## src/calendar_date_add_days_assert.svh

```systemverilog
// Assertion macros used by the date adder datapath
`ifndef CALENDAR_DATE_ADD_DAYS_ASSERT_SVH
`define CALENDAR_DATE_ADD_DAYS_ASSERT_SVH

// same-cycle implication
`define CDAD_ASSERT_IMPL(label, clk, rst, ante, cons) \
   label: assert property (@(posedge clk) disable iff (rst) (ante) |-> (cons)) \
      else $error("assertion failed");

// next-cycle implication
`define CDAD_ASSERT_NEXT(label, clk, rst, ante, cons) \
   label: assert property (@(posedge clk) disable iff (rst) (ante) |=> (cons)) \
      else $error("assertion failed");

`endif

```

## src/cdad_pkg.sv

```systemverilog
// Types, constants and calendar functions of the date adder
`timescale 1ns / 1ps
package cdad_pkg;

   localparam int YEAR_BITS_DEFAULT  = 16;
   localparam int COUNT_BITS_DEFAULT = 16;

   localparam int DAY_W    = 5;
   localparam int MONTH_W  = 4;
   localparam int YEAR_W   = 16;
   localparam int COUNT_W  = 16;
   localparam int STATUS_W = 2;
   localparam int MOD_W    = 9;

   localparam logic [STATUS_W-1:0] STATUS_OK       = 2'd0;
   localparam logic [STATUS_W-1:0] STATUS_INVALID  = 2'd1;
   localparam logic [STATUS_W-1:0] STATUS_OVERFLOW = 2'd2;

   localparam logic [MONTH_W-1:0] MONTH_JAN = 4'd1;
   localparam logic [MONTH_W-1:0] MONTH_DEC = 4'd12;
   localparam logic [DAY_W-1:0]   DAY_FIRST = 5'd1;
   localparam logic [DAY_W-1:0]   DAY_LAST  = 5'd31;

   localparam logic [MOD_W-1:0] CYCLE_YEARS = 9'd400;
   localparam logic [17:0]      CYCLE_DAYS  = 18'd146097;

   typedef struct packed {
      logic load;
      logic reduce;
      logic check;
      logic step;
      logic publish;
   } cmd_type;

   typedef struct packed {
      logic reduce_last;
      logic date_bad;
      logic run_end;
      logic out_busy;
   } sts_type;

   // leap test on the year taken modulo 400
   function automatic logic is_leap(input logic [MOD_W-1:0] q);
      return (q == '0) ||
             ((q[1:0] == 2'd0) && (q != 9'd100) && (q != 9'd200) && (q != 9'd300));
   endfunction

   function automatic logic [DAY_W-1:0] month_days(input logic [MONTH_W-1:0] m,
                                                   input logic leap);
      logic [DAY_W-1:0] d;
      unique case (m)
         4'd1, 4'd3, 4'd5, 4'd7, 4'd8, 4'd10, 4'd12: d = 5'd31;
         4'd4, 4'd6, 4'd9, 4'd11:                    d = 5'd30;
         4'd2:                                       d = leap ? 5'd29 : 5'd28;
         default:                                    d = 5'd0;
      endcase
      return d;
   endfunction

endpackage

```

## src/cdad_ctrl.sv

```systemverilog
// Sequencer of the date adder: load, year reduction, check, stepping, publish
`timescale 1ns / 1ps
module cdad_ctrl (
   input  logic              clock,
   input  logic              reset,
   input  logic              req_valid,
   output logic              req_ready,
   input  cdad_pkg::sts_type sts,
   output cdad_pkg::cmd_type cmd
);
   import cdad_pkg::*;

   localparam logic [2:0] ST_IDLE   = 3'd0;
   localparam logic [2:0] ST_REDUCE = 3'd1;
   localparam logic [2:0] ST_CHECK  = 3'd2;
   localparam logic [2:0] ST_RUN    = 3'd3;
   localparam logic [2:0] ST_DONE   = 3'd4;

   logic [2:0] state_ff;
   logic [2:0] state_in;

   assign req_ready = (state_ff == ST_IDLE);

   always_comb begin
      state_in = state_ff;
      cmd      = '0;
      unique case (state_ff)
         ST_IDLE: begin
            if (req_valid) begin
               cmd.load = 1'b1;
               state_in = ST_REDUCE;
            end
         end
         ST_REDUCE: begin
            cmd.reduce = 1'b1;
            if (sts.reduce_last) begin
               state_in = ST_CHECK;
            end
         end
         ST_CHECK: begin
            cmd.check = 1'b1;
            state_in  = sts.date_bad ? ST_DONE : ST_RUN;
         end
         ST_RUN: begin
            if (sts.run_end) begin
               state_in = ST_DONE;
            end else begin
               cmd.step = 1'b1;
            end
         end
         ST_DONE: begin
            if (!sts.out_busy) begin
               cmd.publish = 1'b1;
               state_in    = ST_IDLE;
            end
         end
         default: begin
            state_in = ST_IDLE;
         end
      endcase
   end

   always_ff @(posedge clock) begin
      if (reset) begin
         state_ff <= ST_IDLE;
      end else begin
         state_ff <= state_in;
      end
   end

endmodule

```

## src/cdad_dpath.sv

```systemverilog
// Datapath of the date adder: date registers, year reduction, stepping, result register
`timescale 1ns / 1ps
`include "calendar_date_add_days_assert.svh"
module cdad_dpath #(
   parameter int YEAR_BITS  = cdad_pkg::YEAR_BITS_DEFAULT,
   parameter int COUNT_BITS = cdad_pkg::COUNT_BITS_DEFAULT
) (
   input  logic                             clock,
   input  logic                             reset,
   input  cdad_pkg::cmd_type                cmd,
   output cdad_pkg::sts_type                sts,
   input  logic [cdad_pkg::DAY_W-1:0]       req_in_day,
   input  logic [cdad_pkg::MONTH_W-1:0]     req_in_month,
   input  logic [cdad_pkg::YEAR_W-1:0]      req_in_year,
   input  logic [cdad_pkg::COUNT_W-1:0]     req_days_to_add,
   output logic                             rsp_valid,
   input  logic                             rsp_ready,
   output logic [cdad_pkg::DAY_W-1:0]       rsp_out_day,
   output logic [cdad_pkg::MONTH_W-1:0]     rsp_out_month,
   output logic [cdad_pkg::YEAR_W-1:0]      rsp_out_year,
   output logic [cdad_pkg::STATUS_W-1:0]    rsp_status
);
   import cdad_pkg::*;

   localparam int IDX_W = $clog2(YEAR_BITS);
   localparam int NX_W  = (COUNT_BITS > 18) ? COUNT_BITS : 18;
   localparam logic [YEAR_BITS-1:0] YEAR_MAX = '1;

   logic [DAY_W-1:0]      d_ff, d_in;
   logic [MONTH_W-1:0]    m_ff, m_in;
   logic [YEAR_BITS:0]    y_ff, y_in;
   logic [COUNT_BITS-1:0] n_ff, n_in;
   logic [MOD_W-1:0]      q_ff, q_in;
   logic [IDX_W-1:0]      idx_ff, idx_in;
   logic                  bad_ff, bad_in;
   logic                  rsp_valid_ff, rsp_valid_in;
   logic [DAY_W-1:0]      out_day_ff;
   logic [MONTH_W-1:0]    out_month_ff;
   logic [YEAR_W-1:0]     out_year_ff;
   logic [STATUS_W-1:0]   out_status_ff;

   logic [YEAR_BITS-1:0]  y_low;
   logic                  leap;
   logic [DAY_W-1:0]      dim;
   logic [DAY_W-1:0]      left;
   logic [NX_W-1:0]       nx;
   logic [8:0]            year_len;
   logic                  jan1;
   logic                  ovf;
   logic                  date_bad;
   logic [MOD_W:0]        rem2;
   logic [MOD_W-1:0]      q_red;
   logic [MOD_W-1:0]      q_inc;

   assign y_low    = y_ff[YEAR_BITS-1:0];
   assign leap     = is_leap(q_ff);
   assign dim      = month_days(m_ff, leap);
   assign left     = dim - d_ff;
   assign nx       = NX_W'(n_ff);
   assign year_len = leap ? 9'd366 : 9'd365;
   assign jan1     = (d_ff == DAY_FIRST) && (m_ff == MONTH_JAN);
   assign ovf      = y_ff[YEAR_BITS];
   assign date_bad = (m_ff < MONTH_JAN) || (m_ff > MONTH_DEC) || (d_ff == '0) || (d_ff > dim);
   assign rem2     = {q_ff, y_low[idx_ff]};
   assign q_red    = (rem2 >= 10'd400) ? MOD_W'(rem2 - 10'd400) : MOD_W'(rem2);
   assign q_inc    = (q_ff == CYCLE_YEARS - 9'd1) ? '0 : q_ff + 9'd1;

   assign sts.reduce_last = (idx_ff == '0);
   assign sts.date_bad    = date_bad;
   assign sts.run_end     = ovf || (n_ff == '0);
   assign sts.out_busy    = rsp_valid_ff && !rsp_ready;

   always_comb begin
      d_in   = d_ff;
      m_in   = m_ff;
      y_in   = y_ff;
      n_in   = n_ff;
      q_in   = q_ff;
      idx_in = idx_ff;
      bad_in = bad_ff;
      if (cmd.load) begin
         d_in   = req_in_day;
         m_in   = req_in_month;
         y_in   = (YEAR_BITS+1)'(YEAR_BITS'(req_in_year));
         n_in   = COUNT_BITS'(req_days_to_add);
         q_in   = '0;
         idx_in = IDX_W'(YEAR_BITS - 1);
         bad_in = 1'b0;
      end else if (cmd.reduce) begin
         q_in   = q_red;
         idx_in = idx_ff - IDX_W'(1);
      end else if (cmd.check) begin
         bad_in = date_bad;
      end else if (cmd.step) begin
         priority if (jan1 && (nx >= NX_W'(CYCLE_DAYS))) begin
            n_in = COUNT_BITS'(nx - NX_W'(CYCLE_DAYS));
            y_in = y_ff + (YEAR_BITS+1)'(CYCLE_YEARS);
         end else if (jan1 && (nx >= NX_W'(year_len))) begin
            n_in = COUNT_BITS'(nx - NX_W'(year_len));
            y_in = y_ff + (YEAR_BITS+1)'(1);
            q_in = q_inc;
         end else if (nx <= NX_W'(left)) begin
            d_in = d_ff + DAY_W'(n_ff);
            n_in = '0;
         end else begin
            n_in = COUNT_BITS'(nx - NX_W'(left) - NX_W'(1));
            d_in = DAY_FIRST;
            if (m_ff == MONTH_DEC) begin
               m_in = MONTH_JAN;
               y_in = y_ff + (YEAR_BITS+1)'(1);
               q_in = q_inc;
            end else begin
               m_in = m_ff + MONTH_W'(1);
            end
         end
      end
   end

   assign rsp_valid_in = cmd.publish ? 1'b1 : (rsp_ready ? 1'b0 : rsp_valid_ff);

   always_ff @(posedge clock) begin
      if (reset) begin
         rsp_valid_ff <= 1'b0;
         q_ff         <= '0;
         bad_ff       <= 1'b0;
      end else begin
         rsp_valid_ff <= rsp_valid_in;
         q_ff         <= q_in;
         bad_ff       <= bad_in;
      end
   end

   always_ff @(posedge clock) begin
      d_ff   <= d_in;
      m_ff   <= m_in;
      y_ff   <= y_in;
      n_ff   <= n_in;
      idx_ff <= idx_in;
      if (cmd.publish) begin
         if (bad_ff) begin
            out_day_ff    <= d_ff;
            out_month_ff  <= m_ff;
            out_year_ff   <= YEAR_W'(y_low);
            out_status_ff <= STATUS_INVALID;
         end else if (ovf) begin
            out_day_ff    <= DAY_LAST;
            out_month_ff  <= MONTH_DEC;
            out_year_ff   <= YEAR_W'(YEAR_MAX);
            out_status_ff <= STATUS_OVERFLOW;
         end else begin
            out_day_ff    <= d_ff;
            out_month_ff  <= m_ff;
            out_year_ff   <= YEAR_W'(y_low);
            out_status_ff <= STATUS_OK;
         end
      end
   end

   assign rsp_valid     = rsp_valid_ff;
   assign rsp_out_day   = out_day_ff;
   assign rsp_out_month = out_month_ff;
   assign rsp_out_year  = out_year_ff;
   assign rsp_status    = out_status_ff;

   `CDAD_ASSERT_IMPL(a_mod_range, clock, reset, 1'b1, q_ff < CYCLE_YEARS)
   `CDAD_ASSERT_IMPL(a_step_month, clock, reset, cmd.step, (m_ff >= MONTH_JAN) && (m_ff <= MONTH_DEC))
   `CDAD_ASSERT_IMPL(a_step_day, clock, reset, cmd.step, (d_ff != '0) && (d_ff <= dim))
   `CDAD_ASSERT_IMPL(a_step_live, clock, reset, cmd.step, !ovf && (n_ff != '0) && !bad_ff)
   `CDAD_ASSERT_NEXT(a_publish, clock, reset, cmd.publish, rsp_valid_ff)

endmodule

```

## src/calendar_date_add_days.sv

```systemverilog
// From accept to rsp_valid the sequencer runs load, year reduction, check, stepping and
// publish; an invalid date skips stepping. A new transaction is taken only after publish.
// Year reduction builds the year modulo 400, one bit per cycle. Stepping goes by whole months
// up to January 1st, then by 400-year cycles, then by whole years, then by remaining months,
// and ends with the days left in the last month. A new transaction is taken while the
// previous result waits in the output register. Synchronous reset clears sequencer and valid.
`timescale 1ns / 1ps
module calendar_date_add_days #(
   parameter int YEAR_BITS  = cdad_pkg::YEAR_BITS_DEFAULT,
   parameter int COUNT_BITS = cdad_pkg::COUNT_BITS_DEFAULT
) (
   input  logic                          clock,
   input  logic                          reset,
   input  logic                          req_valid,
   output logic                          req_ready,
   input  logic [cdad_pkg::DAY_W-1:0]    req_in_day,
   input  logic [cdad_pkg::MONTH_W-1:0]  req_in_month,
   input  logic [cdad_pkg::YEAR_W-1:0]   req_in_year,
   input  logic [cdad_pkg::COUNT_W-1:0]  req_days_to_add,
   output logic                          rsp_valid,
   input  logic                          rsp_ready,
   output logic [cdad_pkg::DAY_W-1:0]    rsp_out_day,
   output logic [cdad_pkg::MONTH_W-1:0]  rsp_out_month,
   output logic [cdad_pkg::YEAR_W-1:0]   rsp_out_year,
   output logic [cdad_pkg::STATUS_W-1:0] rsp_status
);
   import cdad_pkg::*;

   cmd_type cmd;
   sts_type sts;

   cdad_ctrl u_ctrl (
      .clock     (clock),
      .reset     (reset),
      .req_valid (req_valid),
      .req_ready (req_ready),
      .sts       (sts),
      .cmd       (cmd)
   );

   cdad_dpath #(
      .YEAR_BITS  (YEAR_BITS),
      .COUNT_BITS (COUNT_BITS)
   ) u_dpath (
      .clock           (clock),
      .reset           (reset),
      .cmd             (cmd),
      .sts             (sts),
      .req_in_day      (req_in_day),
      .req_in_month    (req_in_month),
      .req_in_year     (req_in_year),
      .req_days_to_add (req_days_to_add),
      .rsp_valid       (rsp_valid),
      .rsp_ready       (rsp_ready),
      .rsp_out_day     (rsp_out_day),
      .rsp_out_month   (rsp_out_month),
      .rsp_out_year    (rsp_out_year),
      .rsp_status      (rsp_status)
   );

endmodule

```

## config.mk

```make
export PLATFORM = sky130hd
export DESIGN_NAME = calendar_date_add_days
export DESIGN_NICKNAME = d
export VERILOG_FILES = /design/src/cdad_pkg.sv /design/src/cdad_ctrl.sv /design/src/cdad_dpath.sv /design/src/calendar_date_add_days.sv
export VERILOG_INCLUDE_DIRS = /design/src /design/src/src
export SDC_FILE = /design/constraint.sdc
export NUM_CORES = 1
export LEC_CHECK = 0
export BUFFER_PORTS_ARGS = -buffer_cell sky130_fd_sc_hd__buf_2
export CORE_MARGIN = 4
export CORE_UTILIZATION = 31
export DETAILED_ROUTE_END_ITERATION = 6
export PLACE_DENSITY = 0.52
export SYNTH_ARGS = -nofsm -noshare
export SYNTH_HDL_FRONTEND = slang
export SYNTH_HIERARCHICAL = 1
export SYNTH_SLANG_ARGS = --single-unit
```

## constraint.sdc

```tcl
create_clock -name clock -period 5.37 [get_ports clock]
set_clock_uncertainty 0.15 [all_clocks]
set_input_delay 0.537 -clock clock [delete_from_list [all_inputs] [get_ports clock]]
set_output_delay 0.537 -clock clock [all_outputs]
set_load 0.05 [all_outputs]
```

== Word-level counts from Yosys, hierarchy flattened ==
Index checks and enable logic that the tools add are counted.

* Register bits: 87
* Input bits: 45
* Logic and storage cells: 174

* Add/sub/neg operators: 12
* $lt $le $gt $ge: 8
* Equality and inequality tests: 35
* Mux-type cells: 67
* Bitwise gates (word level): 2
* Reduce and logical (&&, ||, !) cells: 36

{| class="wikitable"
|+ Operators with widths
! operator !! number
|-
| $mux 16 || 13
|-
| $mux 9 || 9
|-
| $mux 17 || 4
|-
| $mux 5 || 9
|-
| $mux 4 || 10
|-
| $eq 4x4->1 const B || 5
|-
| $reduce_and 5->1 || 4
|-
| $ge 16x18->1 const B || 1
|-
| $add 17x1->17 const B || 1
|-
| $add 17x9->17 const B || 1
|-
| $eq 4x3->1 const B || 4
|-
| $ge 16x9->1 || 1
|-
| $le 16x5->1 || 1
|-
| $logic_not 16->1 || 1
|-
| $ne 2x2->1 const B || 8
|-
| $sub 16x1->16 const B || 1
|-
| $sub 16x14->16 const B || 1
|-
| $sub 16x5->16 || 1
|-
| $sub 16x9->16 || 1
|-
| $mux 3 || 5
|-
| $pmux 3 s5 || 1
|-
| $pmux 5 s3 || 1
|-
| $mux 1 || 12
|-
| $ge 10x9->1 const B || 1
|-
| other kinds (45) || 64
|}

== Logic depth before layout (Yosys ltp) ==
* Depth in word-level cells: 17
* Gate-level depth with buffers: 21

== Hierarchy ==
The synthesis kept the hierarchy.

{| class="wikitable"
|+ Modules (own cells, without submodules)
! module !! times used !! cells each !! area each (um^2) !! seq. area each (um^2)
|-
| cdad_dpath || 1 || 595 || 5605.4 || 2362.3
|-
| cdad_ctrl || 1 || 23 || 200.2 || 60.1
|}

== Worst setup path after synthesis ==
Ideal clock, no wire load.

* Kind: register to register
* Start point: reg u_dpath.q_ff[6]
* End point: reg u_dpath.n_ff[6] (data pin)
* Data arrival time: 4.315 ns
* Path slack: 0.763 ns
* Stages on the path, launching flop included: 18
* Buffers on the path: 1
* Path through: dfxtp_1 -> clkbuf_1 -> inv_1 -> nor2_1 -> a21oi_1 -> o41ai_1 -> o21ai_0 -> o21ai_0 -> ha_1 -> fa_1 -> ha_1 -> nor2b_1 -> o211ai_1 -> a2111oi_0 -> o21ai_2 -> or4_1 -> a32o_1 -> o21ai_2

* Cells in the longest elaborated chain, start to end: 17
* Elaborated cells on any way between the ends: 25
* Classes of those cells: add/sub: 4; order compare: 2; eq/ne: 3; mux: 10; reduce/logical: 6

{| class="wikitable"
|+ Ends and longest elaborated chain
! what !! line !! RTL
|-
| start: declaration || cdad_dpath.sv:33 || <nowiki>logic [MOD_W-1:0] q_ff, q_in;</nowiki>
|-
| start signal: assignment || cdad_dpath.sv:128 || <nowiki>q_ff <= q_in;</nowiki>
|-
| $ne 9x7->1 || cdad_pkg.sv:45 || <nowiki>((q[1:0] == 2'd0) && (q != 9'd100) && (q != 9'd200) && (q != 9'd300));</nowiki>
|-
| $logic_and 1x1->1 (3 in a row) || cdad_pkg.sv:45 ||
|-
| $logic_or 1x1->1 (*) || cdad_pkg.sv:44 || <nowiki>return (q == '0) ||</nowiki>
|-
| $mux 1 || cdad_pkg.sv:54 || <nowiki>4'd2: d = leap ? 5'd29 : 5'd28;</nowiki>
|-
| $pmux 5 s3 || cdad_pkg.sv:51 || <nowiki>unique case (m)</nowiki>
|-
| $sub 5x5->5 || cdad_dpath.sv:58 || <nowiki>assign left = dim - d_ff;</nowiki>
|-
| $sub 16x5->16 || cdad_dpath.sv:106 || <nowiki>n_in = COUNT_BITS'(nx - NX_W'(left) - NX_W'(1));</nowiki>
|-
| $sub 16x1->16 || cdad_dpath.sv:106 ||
|-
| $mux 16 || cdad_dpath.sv:102 || <nowiki>end else if (nx <= NX_W'(left)) begin</nowiki>
|-
| $mux 16 (*) || cdad_dpath.sv:98 || <nowiki>end else if (jan1 && (nx >= NX_W'(year_len))) begin</nowiki>
|-
| $mux 16 (*) || cdad_dpath.sv:95 || <nowiki>priority if (jan1 && (nx >= NX_W'(CYCLE_DAYS))) begin</nowiki>
|-
| $mux 16 (*) || cdad_dpath.sv:94 || <nowiki>end else if (cmd.step) begin</nowiki>
|-
| $mux 16 (*) || cdad_dpath.sv:92 || <nowiki>end else if (cmd.check) begin</nowiki>
|-
| $mux 16 (*) || cdad_dpath.sv:89 || <nowiki>end else if (cmd.reduce) begin</nowiki>
|-
| $mux 16 (*) || cdad_dpath.sv:81 || <nowiki>if (cmd.load) begin</nowiki>
|-
| via u_dpath.n_in[6] || cdad_dpath.sv:32 || <nowiki>logic [COUNT_BITS-1:0] n_ff, n_in;</nowiki>
|-
| end signal: assignment || cdad_dpath.sv:137 || <nowiki>n_ff <= n_in;</nowiki>
|-
| end: declaration || cdad_dpath.sv:32 ||
|}

The timed path passes the listed nets; every way through them passes the cells marked *. The select of a mux whose other input is x is not followed.
A chain may end at the register's enable or synchronous reset.

== Final worst setup path ==
Same ends and word-level chain as after synthesis.

==> summary.md <==
| Metric | Value |
|---|---|
| Max capacitance violation total | `0` |
| Post-Synthesis Cells | `618` |
| Setup TNS Final | `0 ns` |
| Register area share after synthesis | `0.417` |
| Leak | `2.63 nW` |
| Hold Path Class | `input pin to flop` |
| Initial antenna violation count | `0` |
| Area contributors post-synth | `edfxtp_1, dfxtp_1, ha_1` |
| Post-layout nets | `755` |
| Vias | `4825` |
| Fin crit share | `0.920` |
| Hold Crit Endpoint | `u_dpath/rsp_valid$_SDFFE_PP0P_` |
| Final Hold Viols | `0` |
| Flop-to-flop setup slack | `0.43 ns` |
| DR WL/cell | `16.6 µm` |
| Worst reg2reg path depth | `17` |
| EDFF count, synth | `68` |
| RSZ-0062 raised after global routing | `false` |
| Slew margin rel. | `0.259` |
| CTS tree | `done` |
| Primary FF master, synth | `edfxtp_1` |
| HPWL after DPL | `11.1 mm` |
| Distinct cells, synth | `70` |
| WP buf/inv | `2` |
| Bufs on Longest Clock Path | `2` |
| Pwr Total | `2.08 mW` |
| Post-synth top area share | `0.352` |
| CP required | `5.42 ns` |
| Share of layout cells above drive strength 1 | `0.176` |
| Startpoint Class | `flop` |
| Starting density of the core | `0.319` |
| Post-synth ARST share | `0` |
| Critical Path Fanout Max | `11` |
| HP Start | `reset` |
| CORE AREA | `18200 µm²` |
| H-tree Lvls | `3` |
| Cell area after synthesis | `5810 µm²` |
| First-pass GRT wire length | `24.7 mm` |
| DRC viols | `0` |
| Final Wtd Congestion | `0.876` |
| Initial DRC count | `249` |
| Max stage delay on crit path | `0.57 ns` |
| Port Buffer Count | `73` |
| Antenna cell count | `0` |
| Vias in the first global route | `4741` |
| Post-CTS Setup Inserts | `0` |
| Status | `finished clean` |
| Least-Margin Pin Slew | `1.11 ns` |
| Peak supply drop | `0.164 mV` |
| Overall Global Routing Usage | `0.148` |
| Vias per inst | `5.30` |
| Clk root buf | `clkbuf_16` |
| Critical path data arrival time | `4.99 ns` |
| Full die area | `21000 µm²` |
| Num ports | `74` |
| Worst-path clk slew | `0.07 ns` |
| Clock sink count | `87` |
| Dpl cells | `895` |
| Tmin final | `4.94 ns` |
| Syn_nets | `696` |
| Largest net degree at the start of global routing | `65` |
| Synth area leader | `edfxtp_1` |
| Area grow syn2layout | `15.3%` |
| Power Dens Cells | `311 nW/µm²` |
| Final Setup Violations | `0` |
| Worst-Skew Late Latency | `0.35 ns` |
| TritonRoute pass-1 iters | `5` |
| Slew Limit Fails | `0` |
| Min-Delay Path Depth | `2` |
| #FFs+latches synth | `87` |
| WS Path Type | `flop to flop` |
| ANT nets after route | `0` |
| Crit Reg-Reg Endpoint | `u_dpath/n_ff[6]$_DFFE_PP_` |
| Cell row count | `49` |
| Routed Wire Length | `15.1 mm` |
| Die Height | `145 µm` |
| GRT overflow | `0` |
| Top Family by Delay on Critical Path | `compound AO/OA/AOI/OAI gates` |
| Crit path max-delay cell type | `a2111oi_1` |
| Filler cells | `1837` |
| Worst path cell trace | `inv_1 > nor2_1 > a21oi_1 > o41ai_1 > buf_4 > o21ai_0 > o21ai_0 > ha_1 > fa_1 > ha_1 > nor2b_1 > o211ai_1 > a2111oi_1 > o21ai_2 > or4_1 > a32o_1 > o21ai_2` |
| Worst setup EP type | `flop` |
| Synth warn | `6` |
| Non-Filler Instances | `911` |
| Hold-fix buffers, CTS | `0` |
| Worst reg2reg path startpoint | `u_dpath/q_ff[6]$_SDFFE_PP0P_` |
| Avg Cell Area, Syn | `9.39 µm²` |
| CTS Buf Count | `9` |
| Die W | `145 µm` |
| Fmax | `202 MHz` |
routing by layer:
layer | track usage | vias up | routed length [µm]
li1 | - | 2382 | -
met4 | 0.0461 | 0 | 282
met3 | 0.0296 | 21 | 650
met2 | 0.235 | 117 | 6950
met1 | 0.203 | 2305 | 7260
met5 | 0 | - | 0
worst max-delay path by stage:
| stage | start | to | slack [ns] | cells past startpoint |
|---|---|---|---|---|
| 2_1_floorplan | u_dpath/q_ff[6]$_SDFFE_PP0P_ | u_dpath/n_ff[6]$_DFFE_PP_ | 0.76 | 17 |
| 3_3_place_gp | u_dpath/q_ff[6]$_SDFFE_PP0P_ | u_dpath/n_ff[6]$_DFFE_PP_ | 0.37 | 17 |
| 3_5_place_dp | u_dpath/q_ff[6]$_SDFFE_PP0P_ | u_dpath/n_ff[6]$_DFFE_PP_ | 0.23 | 17 |
| 4_1_cts | u_dpath/q_ff[6]$_SDFFE_PP0P_ | u_dpath/n_ff[6]$_DFFE_PP_ | 0.21 | 17 |
| 5_1_grt | u_dpath/q_ff[6]$_SDFFE_PP0P_ | u_dpath/n_ff[6]$_DFFE_PP_ | 0.06 | 20 |
| 6_report | u_dpath/q_ff[6]$_SDFFE_PP0P_ | u_dpath/n_ff[6]$_DFFE_PP_ | 0.43 | 17 |
layout make-up:
class | instances | area, µm² | share of cell area
Inverter | 40 | 150 | 0.0224
Clock buffer | 9 | 225 | 0.0336
Sequential cell | 87 | 2420 | 0.362
Multi-Input combinational cell | 460 | 3120 | 0.467
Tap cell | 229 | 287 | 0.0428
Timing Repair Buffer | 79 | 410 | 0.0613
Clock inverter | 7 | 77.6 | 0.0116
layout by cell type, fill, tap and decap left out, drive strengths merged, types with 3 or more instances in the layout:
master	n
nor3b	5
o31ai	10
or2	5
o221ai	4
ha	29
o21ai	53
dfxtp	19
mux2	3
a2111oi	3
nand3b	4
nand2b	31
nand2	65
nor2	44
fa	4
buf	79
mux4	4
a211oi	13
mux2i	4
a31oi	7
xnor2	15
a21oi	28
clkbuf	9
nor4	4
xor2	15
nor3	15
nand3	10
o211ai	7
or4	7
inv	44
a221oi	3
nand4	8
a21o	12
nor2b	7
edfxtp	68
flip-flops by register name, summed over array words and instances, names as in the netlist:
register,flops
u_dpath/m_ff,4
u_ctrl/state_ff,3
u_dpath/rsp_status,2
u_dpath/n_ff,16
u_dpath/rsp_out_day,5
u_dpath/rsp_valid,1
u_dpath/bad_ff,1
u_dpath/q_ff,9
u_dpath/rsp_out_year,16
u_dpath/rsp_out_month,4
u_dpath/y_ff,17
u_dpath/idx_ff,4
u_dpath/d_ff,5
synth_stat cells (all sizes together) (7+ instances only):
cell and number:
a211oi 13, a31oi 7, nor3 15, nor2b 7, nor2 44, or4 7
clkbuf 27, o21ai 53, dfxtp 19, o31ai 10, nand2b 31, inv 40
a21o 12, nand3 10, o211ai 7, xnor2 15, nand2 65, edfxtp 68
nand4 8, ha 29, xor2 15, a21oi 28
stage by stage:
| step | utilization | setup slack (ns) | area (µm²) | hold slack (ns) |
|---|---|---|---|---|
| 6_report | 0.368 | 0.429 | 6700 | 0.262 |
| 5_1_grt | 0.368 | 0.0565 | 6700 | 0.265 |
| 4_1_cts | 0.367 | 0.213 | 6690 | 0.256 |
| 3_5_place_dp | 0.351 | 0.233 | 6380 | 0.278 |
| 3_3_place_gp | 0.351 | 0.373 | 6380 | 0.286 |
| 2_1_floorplan | - | 0.763 | 5810 | 0.263 |
kinds of logic after synthesis:
family,share of synthesized area
xor+xnor,0.0453
flops,0.417
mux,0.0282
buf+inv,0.0483
compound gates,0.197
simple gates,0.188
fa+ha+maj,0.0763
power breakdown:
group	switching, mW	internal [mW]
registers	0.0755	0.786
logic	0.322	0.244
clock network	0.290	0.367
total	0.688	1.40
what timing repair did:
action / in CTS / in global routing
gates resized for setup: 0 / 3
endpoints found under the setup margin: 0 / 7
hold endpoints to repair: 0 / 0
Note: power is estimated with default switching activity, not from simulation.
